==> src/hw/rtl/atrrp_pkg.sv <==
// Shared types, constants and token matching for the AT response and request parser.
`timescale 1ns / 1ps
`default_nettype none

package atrrp_pkg;

   // Sizes of the connection table and the value store.
   localparam int CONNECTIONS = 5;
   localparam int VALUE_LEN   = 30;
   localparam int SLOT_LEN    = VALUE_LEN + 1;
   localparam int STORE_DEPTH = CONNECTIONS * SLOT_LEN;
   localparam int ADDR_W      = $clog2(STORE_DEPTH);
   localparam int CIDX_W      = (CONNECTIONS > 1) ? $clog2(CONNECTIONS) : 1;

   // Search limits in bytes.
   localparam int GET_LIMIT = 13;
   localparam int REQ_LIMIT = 6;
   localparam int CNT_MAX   = (VALUE_LEN > GET_LIMIT) ? VALUE_LEN : GET_LIMIT;
   localparam int CNT_W     = $clog2(CNT_MAX + 1);

   // Field widths of the stream words.
   localparam int KIND_W    = 2;
   localparam int BYTE_W    = 8;
   localparam int CONN_W    = 3;
   localparam int INDEX_W   = 5;
   localparam int PEND_W    = 5;
   localparam int ANSWER_W  = 4;
   localparam int MODE_W    = 3;
   localparam int CMD_W     = 2;

   // Characters the matcher looks for.
   localparam logic [7:0] CH_CR    = 8'h0D;
   localparam logic [7:0] CH_LF    = 8'h0A;
   localparam logic [7:0] CH_ZERO  = 8'h30;
   localparam logic [7:0] CH_SPACE = 8'h20;
   localparam logic [7:0] CH_QUEST = 8'h3F;
   localparam logic [7:0] CH_GT    = 8'h3E;

   typedef enum logic [KIND_W-1:0] {
      KIND_BYTE  = 2'd0,
      KIND_ACK   = 2'd1,
      KIND_CLEAR = 2'd2,
      KIND_READ  = 2'd3
   } kind_type;

   typedef enum logic [ANSWER_W-1:0] {
      ANS_NONE   = 4'd0,
      ANS_OK     = 4'd1,
      ANS_ERROR  = 4'd2,
      ANS_PROMPT = 4'd3,
      ANS_IPD    = 4'd4,
      ANS_GET    = 4'd5,
      ANS_TEXT   = 4'd6,
      ANS_LED    = 4'd7,
      ANS_HTTP   = 4'd8,
      ANS_HDR_END = 4'd9
   } answer_type;

   typedef enum logic [CMD_W-1:0] {
      CMD_UNKNOWN = 2'd0,
      CMD_PAGE    = 2'd1,
      CMD_TEXT    = 2'd2,
      CMD_LED     = 2'd3
   } command_type;

   // Five-byte receive window, byte 4 is the newest.
   typedef logic [4:0][7:0] window_type;

   // Token found in a window, plus the ready marker.
   typedef struct packed {
      answer_type code;
      logic       ready;
   } token_type;

   // Status after one word has been applied.
   typedef struct packed {
      answer_type           answer;
      logic [MODE_W-1:0]    mode;
      logic                 busy;
      logic                 restart;
      logic [PEND_W-1:0]    pending;
      logic [CONN_W-1:0]    conn;
      command_type          command;
   } status_type;

   // One write into the value store.
   typedef struct packed {
      logic              we;
      logic [ADDR_W-1:0] addr;
      logic [7:0]        data;
   } store_wr_type;

   // Store address of a byte of one connection's value.
   function automatic logic [ADDR_W-1:0] store_addr(input logic [CONN_W-1:0] conn,
                                                   input logic [CNT_W+1:0] pos);
      store_addr = ADDR_W'(ADDR_W'(conn) * ADDR_W'(SLOT_LEN) + ADDR_W'(pos));
   endfunction

   // Match the window against the response tokens, first hit wins.
   function automatic token_type match_token(input window_type w);
      token_type t;
      t.code  = ANS_NONE;
      t.ready = 1'b0;
      if (w[2] == "O" && w[3] == "K" && w[4] == CH_CR) begin
         t.code = ANS_OK;
      end else if (w[0] == "E" && w[1] == "R" && w[2] == "R") begin
         t.code = ANS_ERROR;
      end else if (w[2] == CH_LF && w[3] == CH_GT && w[4] == CH_SPACE) begin
         t.code = ANS_PROMPT;
      end else if (w[0] == "I" && w[1] == "P" && w[2] == "D" && w[3] == ",") begin
         t.code = ANS_IPD;
      end else if (w[0] == "G" && w[1] == "E" && w[2] == "T" && w[3] == CH_SPACE
                   && w[4] == "/") begin
         t.code = ANS_GET;
      end else if (w[2] == CH_QUEST && w[4] == "=") begin
         if (w[3] == "T") begin
            t.code = ANS_TEXT;
         end else if (w[3] == "L") begin
            t.code = ANS_LED;
         end else begin
            t.code = ANS_HTTP;
         end
      end else if (w[2] == "/" && w[3] == CH_SPACE && w[4] == "H") begin
         t.code = ANS_HTTP;
      end else if (w[2] == CH_CR && w[3] == CH_LF && w[4] == CH_CR) begin
         t.code = ANS_HDR_END;
      end else if (w[0] == "a" && w[1] == "d" && w[2] == "y" && w[3] == CH_CR
                   && w[4] == CH_LF) begin
         t.ready = 1'b1;
      end
      return t;
   endfunction

endpackage

`default_nettype wire

==> src/hw/rtl/atrrp_parser.sv <==
// Receive window, token matcher and request mode machine.
`timescale 1ns / 1ps
`default_nettype none

module atrrp_parser
   import atrrp_pkg::*;
(
   input  wire logic               clock,
   input  wire logic               reset,
   input  wire logic               accept,
   input  wire kind_type           kind,
   input  wire logic [7:0]         rx_byte,
   input  wire logic [CONN_W-1:0]  conn_sel,
   output status_type              status,
   output store_wr_type            store_wr
);

   typedef enum logic [MODE_W-1:0] {
      MODE_IDLE      = 3'd0,
      MODE_AWAIT_ANY = 3'd1,
      MODE_AWAIT_GET = 3'd2,
      MODE_AWAIT_REQ = 3'd3,
      MODE_VALUE     = 3'd4,
      MODE_AWAIT_END = 3'd5
   } mode_type;

   window_type                    window_ff, window_in;
   mode_type                      mode_ff, mode_in;
   logic [CNT_W-1:0]              count_ff, count_in;
   logic [CONN_W-1:0]             conn_ff, conn_in;
   answer_type                    answer_ff, answer_in;
   logic                          busy_ff, busy_in;
   logic                          restart_ff, restart_in;
   logic [CONNECTIONS-1:0]        flags_ff, flags_in;
   command_type                   cmds_ff [CONNECTIONS];
   command_type                   cmds_in [CONNECTIONS];

   window_type                    win_new;
   token_type                     tok;
   logic [7:0]                    digit;
   logic                          conn_ok;
   logic                          sel_ok;

   // The window as it stands once the new byte is shifted in.
   assign win_new = {rx_byte, window_ff[4:1]};
   assign tok     = match_token(win_new);
   assign digit   = rx_byte - CH_ZERO;
   assign conn_ok = ({1'b0, conn_ff} < (CONN_W + 1)'(CONNECTIONS));
   assign sel_ok  = ({1'b0, conn_sel} < (CONN_W + 1)'(CONNECTIONS));

   // Next state for one accepted word.
   always_comb begin
      window_in  = window_ff;
      mode_in    = mode_ff;
      count_in   = count_ff;
      conn_in    = conn_ff;
      answer_in  = answer_ff;
      busy_in    = busy_ff;
      restart_in = restart_ff;
      flags_in   = flags_ff;
      cmds_in    = cmds_ff;
      store_wr.we   = 1'b0;
      store_wr.addr = store_addr(conn_ff, (CNT_W + 2)'(count_ff));
      store_wr.data = rx_byte;

      if (accept) begin
         unique case (kind)
            KIND_BYTE: begin
               window_in = win_new;
               unique case (mode_ff)
                  MODE_AWAIT_ANY: begin
                     answer_in  = tok.code;
                     restart_in = restart_ff | tok.ready;
                     mode_in    = MODE_AWAIT_ANY;
                     count_in   = '0;
                     if (tok.code == ANS_IPD) begin
                        busy_in = 1'b1;
                        if (rx_byte >= CH_ZERO && digit < 8'(CONNECTIONS)) begin
                           conn_in = CONN_W'(digit);
                           mode_in = MODE_AWAIT_GET;
                        end
                     end
                  end
                  MODE_AWAIT_GET: begin
                     if (count_ff < CNT_W'(GET_LIMIT)) begin
                        count_in   = count_ff + 1'b1;
                        answer_in  = tok.code;
                        restart_in = restart_ff | tok.ready;
                        if (tok.code == ANS_GET) begin
                           mode_in  = MODE_AWAIT_REQ;
                           count_in = '0;
                           if (conn_ok) begin
                              cmds_in[conn_ff[CIDX_W-1:0]] = CMD_UNKNOWN;
                           end
                        end
                     end else begin
                        mode_in = MODE_AWAIT_END;
                     end
                  end
                  MODE_AWAIT_REQ: begin
                     if (count_ff < CNT_W'(REQ_LIMIT)) begin
                        count_in   = count_ff + 1'b1;
                        answer_in  = tok.code;
                        restart_in = restart_ff | tok.ready;
                        if (tok.code == ANS_HTTP) begin
                           mode_in = MODE_AWAIT_END;
                           if (conn_ok) begin
                              cmds_in[conn_ff[CIDX_W-1:0]]  = CMD_PAGE;
                              flags_in[conn_ff[CIDX_W-1:0]] = 1'b1;
                           end
                        end else if (tok.code == ANS_TEXT || tok.code == ANS_LED) begin
                           mode_in  = MODE_VALUE;
                           count_in = '0;
                           if (conn_ok) begin
                              cmds_in[conn_ff[CIDX_W-1:0]] =
                                 (tok.code == ANS_TEXT) ? CMD_TEXT : CMD_LED;
                           end
                        end
                     end else begin
                        // Request marker not found: flag with unknown command.
                        mode_in  = MODE_AWAIT_ANY;
                        count_in = '0;
                        if (conn_ok) begin
                           flags_in[conn_ff[CIDX_W-1:0]] = 1'b1;
                        end
                     end
                  end
                  MODE_VALUE: begin
                     store_wr.we = conn_ok;
                     if (count_ff < CNT_W'(VALUE_LEN) && rx_byte != CH_SPACE) begin
                        count_in = count_ff + 1'b1;
                     end else begin
                        // A space or a full value ends capture with a zero byte.
                        store_wr.data = 8'h00;
                        mode_in       = MODE_AWAIT_END;
                        if (conn_ok) begin
                           flags_in[conn_ff[CIDX_W-1:0]] = 1'b1;
                        end
                     end
                  end
                  MODE_AWAIT_END: begin
                     answer_in  = tok.code;
                     restart_in = restart_ff | tok.ready;
                     if (tok.code == ANS_HDR_END) begin
                        busy_in  = 1'b0;
                        mode_in  = MODE_AWAIT_ANY;
                        count_in = '0;
                     end
                  end
                  default: begin
                     mode_in  = MODE_AWAIT_ANY;
                     count_in = '0;
                  end
               endcase
            end
            KIND_ACK: begin
               if (sel_ok) begin
                  flags_in[conn_sel[CIDX_W-1:0]] = 1'b0;
               end
            end
            KIND_CLEAR: begin
               answer_in = ANS_NONE;
               mode_in   = MODE_AWAIT_ANY;
               flags_in  = '0;
            end
            KIND_READ: begin
            end
            default: begin
            end
         endcase
      end
   end

   // Status as seen after the word, including the selected command.
   always_comb begin
      status.answer  = answer_in;
      status.mode    = mode_in;
      status.busy    = busy_in;
      status.restart = restart_in;
      status.conn    = conn_in;
      status.pending = '0;
      for (int i = 0; i < PEND_W; i++) begin
         if (i < CONNECTIONS) begin
            status.pending[i] = flags_in[i];
         end
      end
      status.command = sel_ok ? cmds_in[conn_sel[CIDX_W-1:0]] : CMD_UNKNOWN;
   end

   // State registers.
   always_ff @(posedge clock) begin
      if (reset) begin
         window_ff  <= '0;
         mode_ff    <= MODE_AWAIT_ANY;
         count_ff   <= '0;
         conn_ff    <= '0;
         answer_ff  <= ANS_NONE;
         busy_ff    <= 1'b0;
         restart_ff <= 1'b0;
         flags_ff   <= '0;
         for (int i = 0; i < CONNECTIONS; i++) begin
            cmds_ff[i] <= CMD_UNKNOWN;
         end
      end else begin
         window_ff  <= window_in;
         mode_ff    <= mode_in;
         count_ff   <= count_in;
         conn_ff    <= conn_in;
         answer_ff  <= answer_in;
         busy_ff    <= busy_in;
         restart_ff <= restart_in;
         flags_ff   <= flags_in;
         cmds_ff    <= cmds_in;
      end
   end

endmodule

`default_nettype wire

==> src/hw/rtl/atrrp_store.sv <==
// Per-connection value store with a registered read and write-first forwarding.
`timescale 1ns / 1ps
`default_nettype none

module atrrp_store
   import atrrp_pkg::*;
(
   input  wire logic               clock,
   input  wire logic               enable,
   input  wire store_wr_type       store_wr,
   input  wire logic [CONN_W-1:0]  conn_sel,
   input  wire logic [INDEX_W-1:0] value_index,
   output logic [7:0]              value_byte
);

   logic [7:0]         mem [STORE_DEPTH];
   logic [ADDR_W-1:0]  rd_addr;
   logic               rd_ok;
   logic [7:0]         rd_ff;
   logic [7:0]         fwd_ff;
   logic               hit_ff;
   logic               ok_ff;

   // Reads outside a connection's slot answer zero.
   assign rd_ok = ({1'b0, conn_sel} < (CONN_W + 1)'(CONNECTIONS))
                  && ((INDEX_W + 7)'(value_index) <= (INDEX_W + 7)'(VALUE_LEN));
   assign rd_addr = store_addr(conn_sel, (CNT_W + 2)'(value_index));

   // Memory write port.
   always_ff @(posedge clock) begin
      if (store_wr.we) begin
         mem[store_wr.addr] <= store_wr.data;
      end
   end

   // Read port; a write to the same entry in the same word is forwarded.
   always_ff @(posedge clock) begin
      if (enable) begin
         if (rd_ok) begin
            rd_ff <= mem[rd_addr];
         end
         fwd_ff <= store_wr.data;
         hit_ff <= store_wr.we && (store_wr.addr == rd_addr);
         ok_ff  <= rd_ok;
      end
   end

   assign value_byte = !ok_ff ? 8'h00 : (hit_ff ? fwd_ff : rd_ff);

endmodule

`default_nettype wire

==> src/hw/rtl/at_response_request_parser_top.sv <==
// Top level of the AT response and request parser with its result register.
//
//   channel  direction  data                                          handshake
//   req      in         tdata 16 bits, tuser 2 bits (word kind)       tvalid/tready
//   rsp      out        tdata 32 bits, status and read-back per word  tvalid/tready
//
// Every accepted word gives one result word, registered and valid in the next
// cycle; a word can be accepted every cycle while each result is taken. The
// mode machine and the value store update at the accepting edge, and the store's
// registered read port forms part of the result register. A stalled result
// holds, and a new word is still taken in the cycle the waiting result is taken.
// Reset is synchronous, holds the input off and clears the parser state and the
// result valid flag; the value store is not cleared.
`timescale 1ns / 1ps
`default_nettype none

module at_response_request_parser_top
   import atrrp_pkg::*;
(
   input  wire logic        clock,
   input  wire logic        reset,
   input  wire logic        req_tvalid,
   output logic             req_tready,
   // [7:0] rx_byte, [10:8] conn_sel, [15:11] value_index
   input  wire logic [15:0] req_tdata,
   // [1:0] kind
   input  wire logic [1:0]  req_tuser,
   output logic             rsp_tvalid,
   input  wire logic        rsp_tready,
   // [3:0] answer_code, [6:4] parse_mode, [7] busy_res, [8] module_restarted,
   // [13:9] pending_requests, [16:14] active_connection, [18:17] conn_command,
   // [26:19] value_byte, [31:27] zero
   output logic [31:0]      rsp_tdata
);

   logic                accept;
   kind_type            kind;
   logic [7:0]          rx_byte;
   logic [CONN_W-1:0]   conn_sel;
   logic [INDEX_W-1:0]  value_index;
   status_type          status;
   store_wr_type        store_wr;
   status_type          res_ff;
   logic                rsp_valid_ff, rsp_valid_in;
   logic [7:0]          value_byte;

   // Input word fields.
   assign kind        = kind_type'(req_tuser);
   assign rx_byte     = req_tdata[7:0];
   assign conn_sel    = req_tdata[10:8];
   assign value_index = req_tdata[15:11];

   // A word enters out of reset whenever the result register is free or being drained.
   assign req_tready = !reset && (!rsp_valid_ff || rsp_tready);
   assign accept     = req_tvalid && req_tready;

   atrrp_parser u_parser (
      .clock    (clock),
      .reset    (reset),
      .accept   (accept),
      .kind     (kind),
      .rx_byte  (rx_byte),
      .conn_sel (conn_sel),
      .status   (status),
      .store_wr (store_wr)
   );

   atrrp_store u_store (
      .clock       (clock),
      .enable      (accept),
      .store_wr    (store_wr),
      .conn_sel    (conn_sel),
      .value_index (value_index),
      .value_byte  (value_byte)
   );

   // Result valid flag.
   assign rsp_valid_in = accept || (rsp_valid_ff && !rsp_tready);

   always_ff @(posedge clock) begin
      if (reset) begin
         rsp_valid_ff <= 1'b0;
      end else begin
         rsp_valid_ff <= rsp_valid_in;
      end
   end

   // Result payload register.
   always_ff @(posedge clock) begin
      if (accept) begin
         res_ff <= status;
      end
   end

   assign rsp_tvalid = rsp_valid_ff;
   assign rsp_tdata  = {5'd0, value_byte, res_ff.command, res_ff.conn, res_ff.pending,
                        res_ff.restart, res_ff.busy, res_ff.mode, res_ff.answer};

endmodule

`default_nettype wire
==> config.mk <==
export PLATFORM = sky130hd
export DESIGN_NAME = at_response_request_parser_top
export DESIGN_NICKNAME = d
export VERILOG_FILES = /design/src/hw/rtl/atrrp_pkg.sv /design/src/hw/rtl/atrrp_parser.sv /design/src/hw/rtl/atrrp_store.sv /design/src/hw/rtl/at_response_request_parser_top.sv
export SDC_FILE = /design/constraint.sdc
export NUM_CORES = 1
export LEC_CHECK = 0
export BUFFER_PORTS_ARGS = -buffer_cell sky130_fd_sc_hd__buf_2
export CORE_MARGIN = 2
export CORE_UTILIZATION = 45
export CTS_BUF_LIST = sky130_fd_sc_hd__clkbuf_2
export DETAILED_ROUTE_END_ITERATION = 6
export GPL_TIMING_DRIVEN = 1
export SLEW_MARGIN = 20
export SYNTH_ARGS = -nofsm -noshare
export SYNTH_HDL_FRONTEND = slang
export SYNTH_SLANG_ARGS = --single-unit
==> constraint.sdc <==
create_clock -name clock -period 7.4 [get_ports clock]
set_clock_uncertainty 0.05 [all_clocks]
set_input_delay 1.48 -clock clock [delete_from_list [all_inputs] [get_ports clock]]
set_output_delay 1.48 -clock clock [all_outputs]
set_load 0.1 [all_outputs]
* Word-level counts from Yosys, hierarchy flattened *
Memory sizes are Yosys's and may differ from the RTL's. A register that Yosys moved wholly into a read port is not among the register bits.
Cells that the tools add are included.

word-level totals
  register bits after elaboration = 94
  bits in writable memories = 1240
  bits of input ports = 22
  output and inout port bits = 34
  logic and storage cells = 252
  memories kept = 1

memories
  memory       depth  width  rd ports  clocked after Yosys merged registers in  write ports  RTL line           text
  u_store.mem  155    8      1         1                                        1            atrrp_store.sv:16  logic [7:0] mem [STORE_DEPTH];

cells by class
  $add $sub $neg = 4
  multiply operators = 2
  $lt $le $gt $ge = 15
  eq/ne operators = 49
  mux-type cells = 100
  bitwise operators = 11
  reductions and logical operators = 43

operators with widths
  operator               number
  $eq A8 B7 Y1 const B   17
  $mux W10               10
  $mux W5                13
  $eq A8 B6 Y1 const B   8
  $mux W4                13
  $eq A8 B4 Y1 const B   6
  $mux W8                6
  $mux W3                14
  $logic_and A1 B1 Y1    32
  $mux W1                25
  $pmux W10 S2           1
  $pmux W5 S4            1
  $add A8 B5 Y8          2
  $eq A4 B3 Y1 const B   4
  $mul A3 B5 Y8 const B  2
  $pmux W3 S5            1
  $pmux W5 S3            1
  $pmux W4 S3            1
  $and A10 B10 Y10       1
  $and A5 B5 Y5          2
  $bwmux W10             1
  $not A10 Y10           1
  $not A5 Y5             2
  $or A5 B5 Y5           2
  other kinds (39)       58

* Logic depth before layout (Yosys ltp) *
  depth in word-level cells = 24
  gate-level depth with buffers = 16
  depth with buffers taken out = 13

* Hierarchy *
Synthesis repeated with hierarchy kept, for this count alone.

unflattened totals
  cells, all modules = 2965
  area total of the unflattened synthesis = 54964.0 sq um

modules (own cells, without submodules)
  module                          times used  cells an instance  area an instance (sq um)  sequential area each (sq um)
  atrrp_store                     1           2338               49744.0                   37776.2
  atrrp_parser                    1           597                4548.1                    1281.2
  at_response_request_parser_top  1           30                 671.9                     590.6

* Worst setup path after synthesis *
Ideal clock, no wire load.

  path type = input-to-reg
  start point = input port req_tdata[8]
  end point = register u_store.rd_ff[0], read port of u_store.mem (data pin)
  setup time = 271 ps
  data arrival time = 5441 ps
  path slack = 1638 ps
  stages on the path = 11
  path buffers = 2
  cells stage by stage = fa_1 > inv_1 > fa_1 > fa_1 > xor2_1 > buf_2 > buf_2 > mux4_2 > mux4_2 > a211oi_1 > a21oi_1

on the way
  longest elaborated chain between the ends = 3

RTL lines
  element                                                                RTL line                              text
  start: declaration                                                     at_response_request_parser_top.sv:25  input wire logic [15:0] req_tdata,
  parallel branches: the longest is 3 deep, another holds $mul A3 B5 Y8  -
  end: declaration                                                       atrrp_store.sv:19                     logic [7:0] rd_ff;

Parallel ways; which one is timed is not known.
A chain may end at the register's enable or synchronous reset.

* Worst setup path in the final report *
  start point = register u_parser.conn_ff[0]
  end point = memory u_store.mem[70][6], enable pin

on the way
  longest elaborated chain between the ends = 6

RTL lines
  element                                                                RTL line             text
  start: declaration                                                     atrrp_parser.sv:30   logic [CONN_W-1:0] conn_ff, conn_in;
  start signal: assignment                                               atrrp_parser.sv:208  conn_ff <= conn_in;
  parallel branches: the longest is 6 deep, another holds $mul A3 B5 Y8  -
  end: declaration                                                       atrrp_store.sv:16

Parallel ways; which one is timed is not known.

==> summary.txt <==
Outcome
  – Status: complete, but fails checks
  – Violated checks: DRC

Placed design
  – Placer Congestion: 0.9060
  – Placed Instance Area: 0.05654 mm2
  – PortBufs: 50
  – DP HPWL: 85120 um
  – Placed cells: 4337

STA
  – RSZ-0062 raised after global routing: false
  – Period utilization: 0.7629
  – Finish-stage setup viols: 0
  – Final Max Tran Viols: 0
  – Min Clock Period, post-route: 5645 ps
  – Final TNS setup: 0 ps
  – Hold slack: 307.5 ps
  – Final Hold Fails: 0
  – Max frequency: 177.1 MHz
  – Slew HR: 0.2490
  – Worst slew pin tran: 1126 ps

Min path
  – Hold Path Sink: u_parser.answer_ff[3]$_SDFF_PP0_
  – Hold Crit Depth: 3
  – Hold Crit Start: req_tuser[1]
  – Worst hold path type: input pin to flop

Floorplan
  – Core Rows: 127
  – Die ar.: 0.1232 mm2
  – Die Y: 351.0 um
  – Ports: 56
  – Die span in x: 351.0 um
  – Initial Util: 0.4529
  – CORE AREA: 0.1197 mm2

Setup path
  – Slowest stage cell, crit path: nor2_1
  – CP Buf/Inv Count: 2
  – Worst path arrival time: 6820 ps
  – Critical-path maximum fanout: 16
  – Nature of the critical path startpoint: flop
  – CP Depth: 12
  – Largest stage delay on the critical path: 1020 ps
  – Worst Path Required: 8570 ps
  – Reg2reg start: u_parser.conn_ff[0]$_SDFF_PP0_
  – R2r worst-path depth: 12
  – Crit path kind: flop to flop
  – Delay-heaviest family, CP: simple AND/OR/NAND/NOR gates
  – Reg2reg end: u_store.mem[70][6]$_DFFE_PP_
  – R2r setup slk: 1750 ps
  – Crit. End Element: flop
  – CP cell instances: fa_1, inv_1, fa_1, inv_1, ha_1, a21o_1, a21oi_1, o21bai_1, a21oi_1, xnor2_1, nand4_1, nor2_1

Clock tree
  – Cells resized by post-CTS repair: 0
  – Insertion delay to the later sink of the worst-skew pair: 1590 ps
  – Hold Buf Count CTS: 11
  – Root buffer cell: clkbuf_2
  – Clock Sinks: 1342
  – Max clock buf depth: 4
  – Setup Buffers After CTS: 0
  – CTS tree: done
  – Num CTS Buffers: 351
  – Reg clk slew, reported paths: 110 ps
  – Htree depth: 5

Synthesis
  – Count of cell types in the netlist: 68
  – Async SR Flop Fraction: 0
  – Synthesized area: 0.05419 mm2
  – Syn avg cell area: 19.63 um2
  – Yosys reg bits: 1342
  – Seq/Total Area, Yosys: 0.7316
  – EDFF count, synth: 1277
  – Synth warn: 0
  – Prevailing post-synth register cell: edfxtp_1
  – Cells after synthesis: 2761

Flow run
  – Max Cap Viol: 0

Routing
  – DRC viols: 1
  – DR WL/cell: 27.56 um
  – DR iter-0 viols: 3051
  – Final wirelength: 136100 um
  – 1st-pass router iterations: 7
  – Vias per inst: 5.801
  – Final ANT Viol Nets: 0
  – Via count: 28640

Cells and area
  – Final Cell Area: 0.05958 mm2
  – Fraction of layout cells with a size suffix above 1: 0.3121
  – Footprint of the multi-input gates: 0.01389 mm2
  – Register area: 0.03965 mm2
  – Final Util: 0.4979
  – Synthesis-to-finish area growth: 9.935%
  – Non-filler cells, final: 4937
  – Fill cells: 9886
  – Nets: 3154

Pwr
  – Lkg Pwr: 19.17 nW
  – Max VDD drop: 0.2889 mV
  – Power density over the cells: 268.2 mW/mm2

Global routing
  – Vias in the first global route: 29370
  – Overall Global Routing Usage: 0.2239
  – Global-route wire length before repair: 198700 um
  – Global route overflow: 0
  – Largest net degree at the start of global routing: 157
  – Initial antenna violation count: 5
[layer usage]
metal	track usage	share of wire	vias to the layer above
li1	-	-	12140
met1	0.2926	0.40	14900
met2	0.3649	0.50	1317
met3	0.05082	0.074	282
met4	0.09109	0.034	0
met5	0	0	-
[layout make-up]
class,count,area share
Antenna cell,6,0.0002520
Sequential cell,1342,0.6655
Timing Repair Buffer,123,0.01693
Clock buffer,487,0.04091
Inverter,31,0.001953
Multi-Input combinational cell,1241,0.2331
Tap cell,1612,0.03385
Clock inverter,95,0.007477
[report_power, final]
part | leakage (nW) | internal [W] | total, W | switching, W
Combinational | 4.92 | 0.00127 | 0.00286 | 0.00159
Clock | 2.24 | 0.00186 | 0.00478 | 0.00292
Sequential | 12.0 | 0.00833 | 0.00834 | 0.0000133
[per-stage QoR]
| stage | setup WS (ps) | total power, W |
|---|---|---|
| 2_1_floorplan | 1638 | 0.01045 |
| 3_3_place_gp | 838.1 | 0.01135 |
| 3_5_place_dp | 802.9 | 0.01138 |
| 4_1_cts | 1780 | 0.01616 |
| 5_1_grt | 1396 | 0.01663 |
| 6_report | 1755 | 0.01598 |
[logic make-up after synthesis]
family	share of synthesized area
DFF	0.7316
and+or+nand+nor	0.04911
muxes	0.1682
AOI/OAI and AO/OA	0.02173
buffers and inverters	0.01441
adders and majority gates	0.01136
xor gates and xnor gates	0.003556
other	0.00006920
[registers in the layout, indices dropped and copies added, names as in the netlist]
register             cells
u_parser.mode_ff         3
u_parser.win_new        32
u_parser.conn_ff         3
u_store.mem           1240
u_parser.cmds_ff        10
rsp_tdata               19
u_store.hit_ff           1
u_store.fwd_ff           8
u_parser.count_ff        5
u_store.ok_ff            1
u_parser.answer_ff       4
u_parser.restart_ff      1
rsp_tvalid               1
u_store.rd_ff            8
u_parser.busy_ff         1
u_parser.flags_ff        5
[worst max-delay path by stage]
stage                     slack, ps                       endpoint                           start
final                          1750   u_store.mem[70][6]$_DFFE_PP_  u_parser.conn_ff[0]$_SDFF_PP0_
after global routing           1400   u_store.mem[65][1]$_DFFE_PP_  u_parser.conn_ff[0]$_SDFF_PP0_
after CTS                      1780  u_store.mem[113][2]$_DFFE_PP_  u_parser.conn_ff[0]$_SDFF_PP0_
after detailed placement        800     u_store.rd_ff[4]$_DFFE_PP_                    req_tdata[8]
after global placement          840     u_store.rd_ff[4]$_DFFE_PP_                    req_tdata[8]
after floorplan                1640     u_store.rd_ff[0]$_DFFE_PP_                    req_tdata[8]
[cells in the mapped netlist (13+ instances only)]
cell | n | area (um2)
o21ai_0 | 54 | 270.3
ha_1 | 30 | 375.4
clkbuf_1 | 99 | 371.6
xnor2_1 | 13 | 113.9
nor3_1 | 28 | 140.1
buf_2 | 38 | 190.2
mux4_2 | 392 | 8828
nand3_1 | 18 | 90.09
nor2_1 | 200 | 750.7
a21oi_1 | 82 | 410.4
nand4_1 | 23 | 143.9
dfxtp_1 | 65 | 1301
edfxtp_1 | 1277 | 38350
inv_1 | 31 | 116.4
nor2b_1 | 42 | 262.8
and2_1 | 17 | 106.4
mux2i_1 | 25 | 250.2
nand2_1 | 141 | 529.3
[cells in the final DEF, fill, tap and decap left out, drive strengths merged, types with 9 or more instances in the layout]
master / count
inv: 36
mux2i: 25
nand3: 18
xnor2: 13
nand4: 23
nor3: 28
clkbuf: 487
nor2: 200
or3: 13
a211oi: 10
ha: 30
o21ai: 56
buf: 112
xor2: 9
and2: 17
edfxtp: 1277
nor2b: 42
nor4: 12
clkinv: 87
mux4: 392
fa: 12
nand2: 141
dlygate4sd3: 11
a21oi: 82
dfxtp: 65
[worst min-delay path: cells and delay by family]
kind	cells	cell delay (ps)
AOI/OAI and AO/OA	1	100
buffers and inverters	1	170
and+or+nand+nor	1	120
Power figures use the tool's default switching activity.
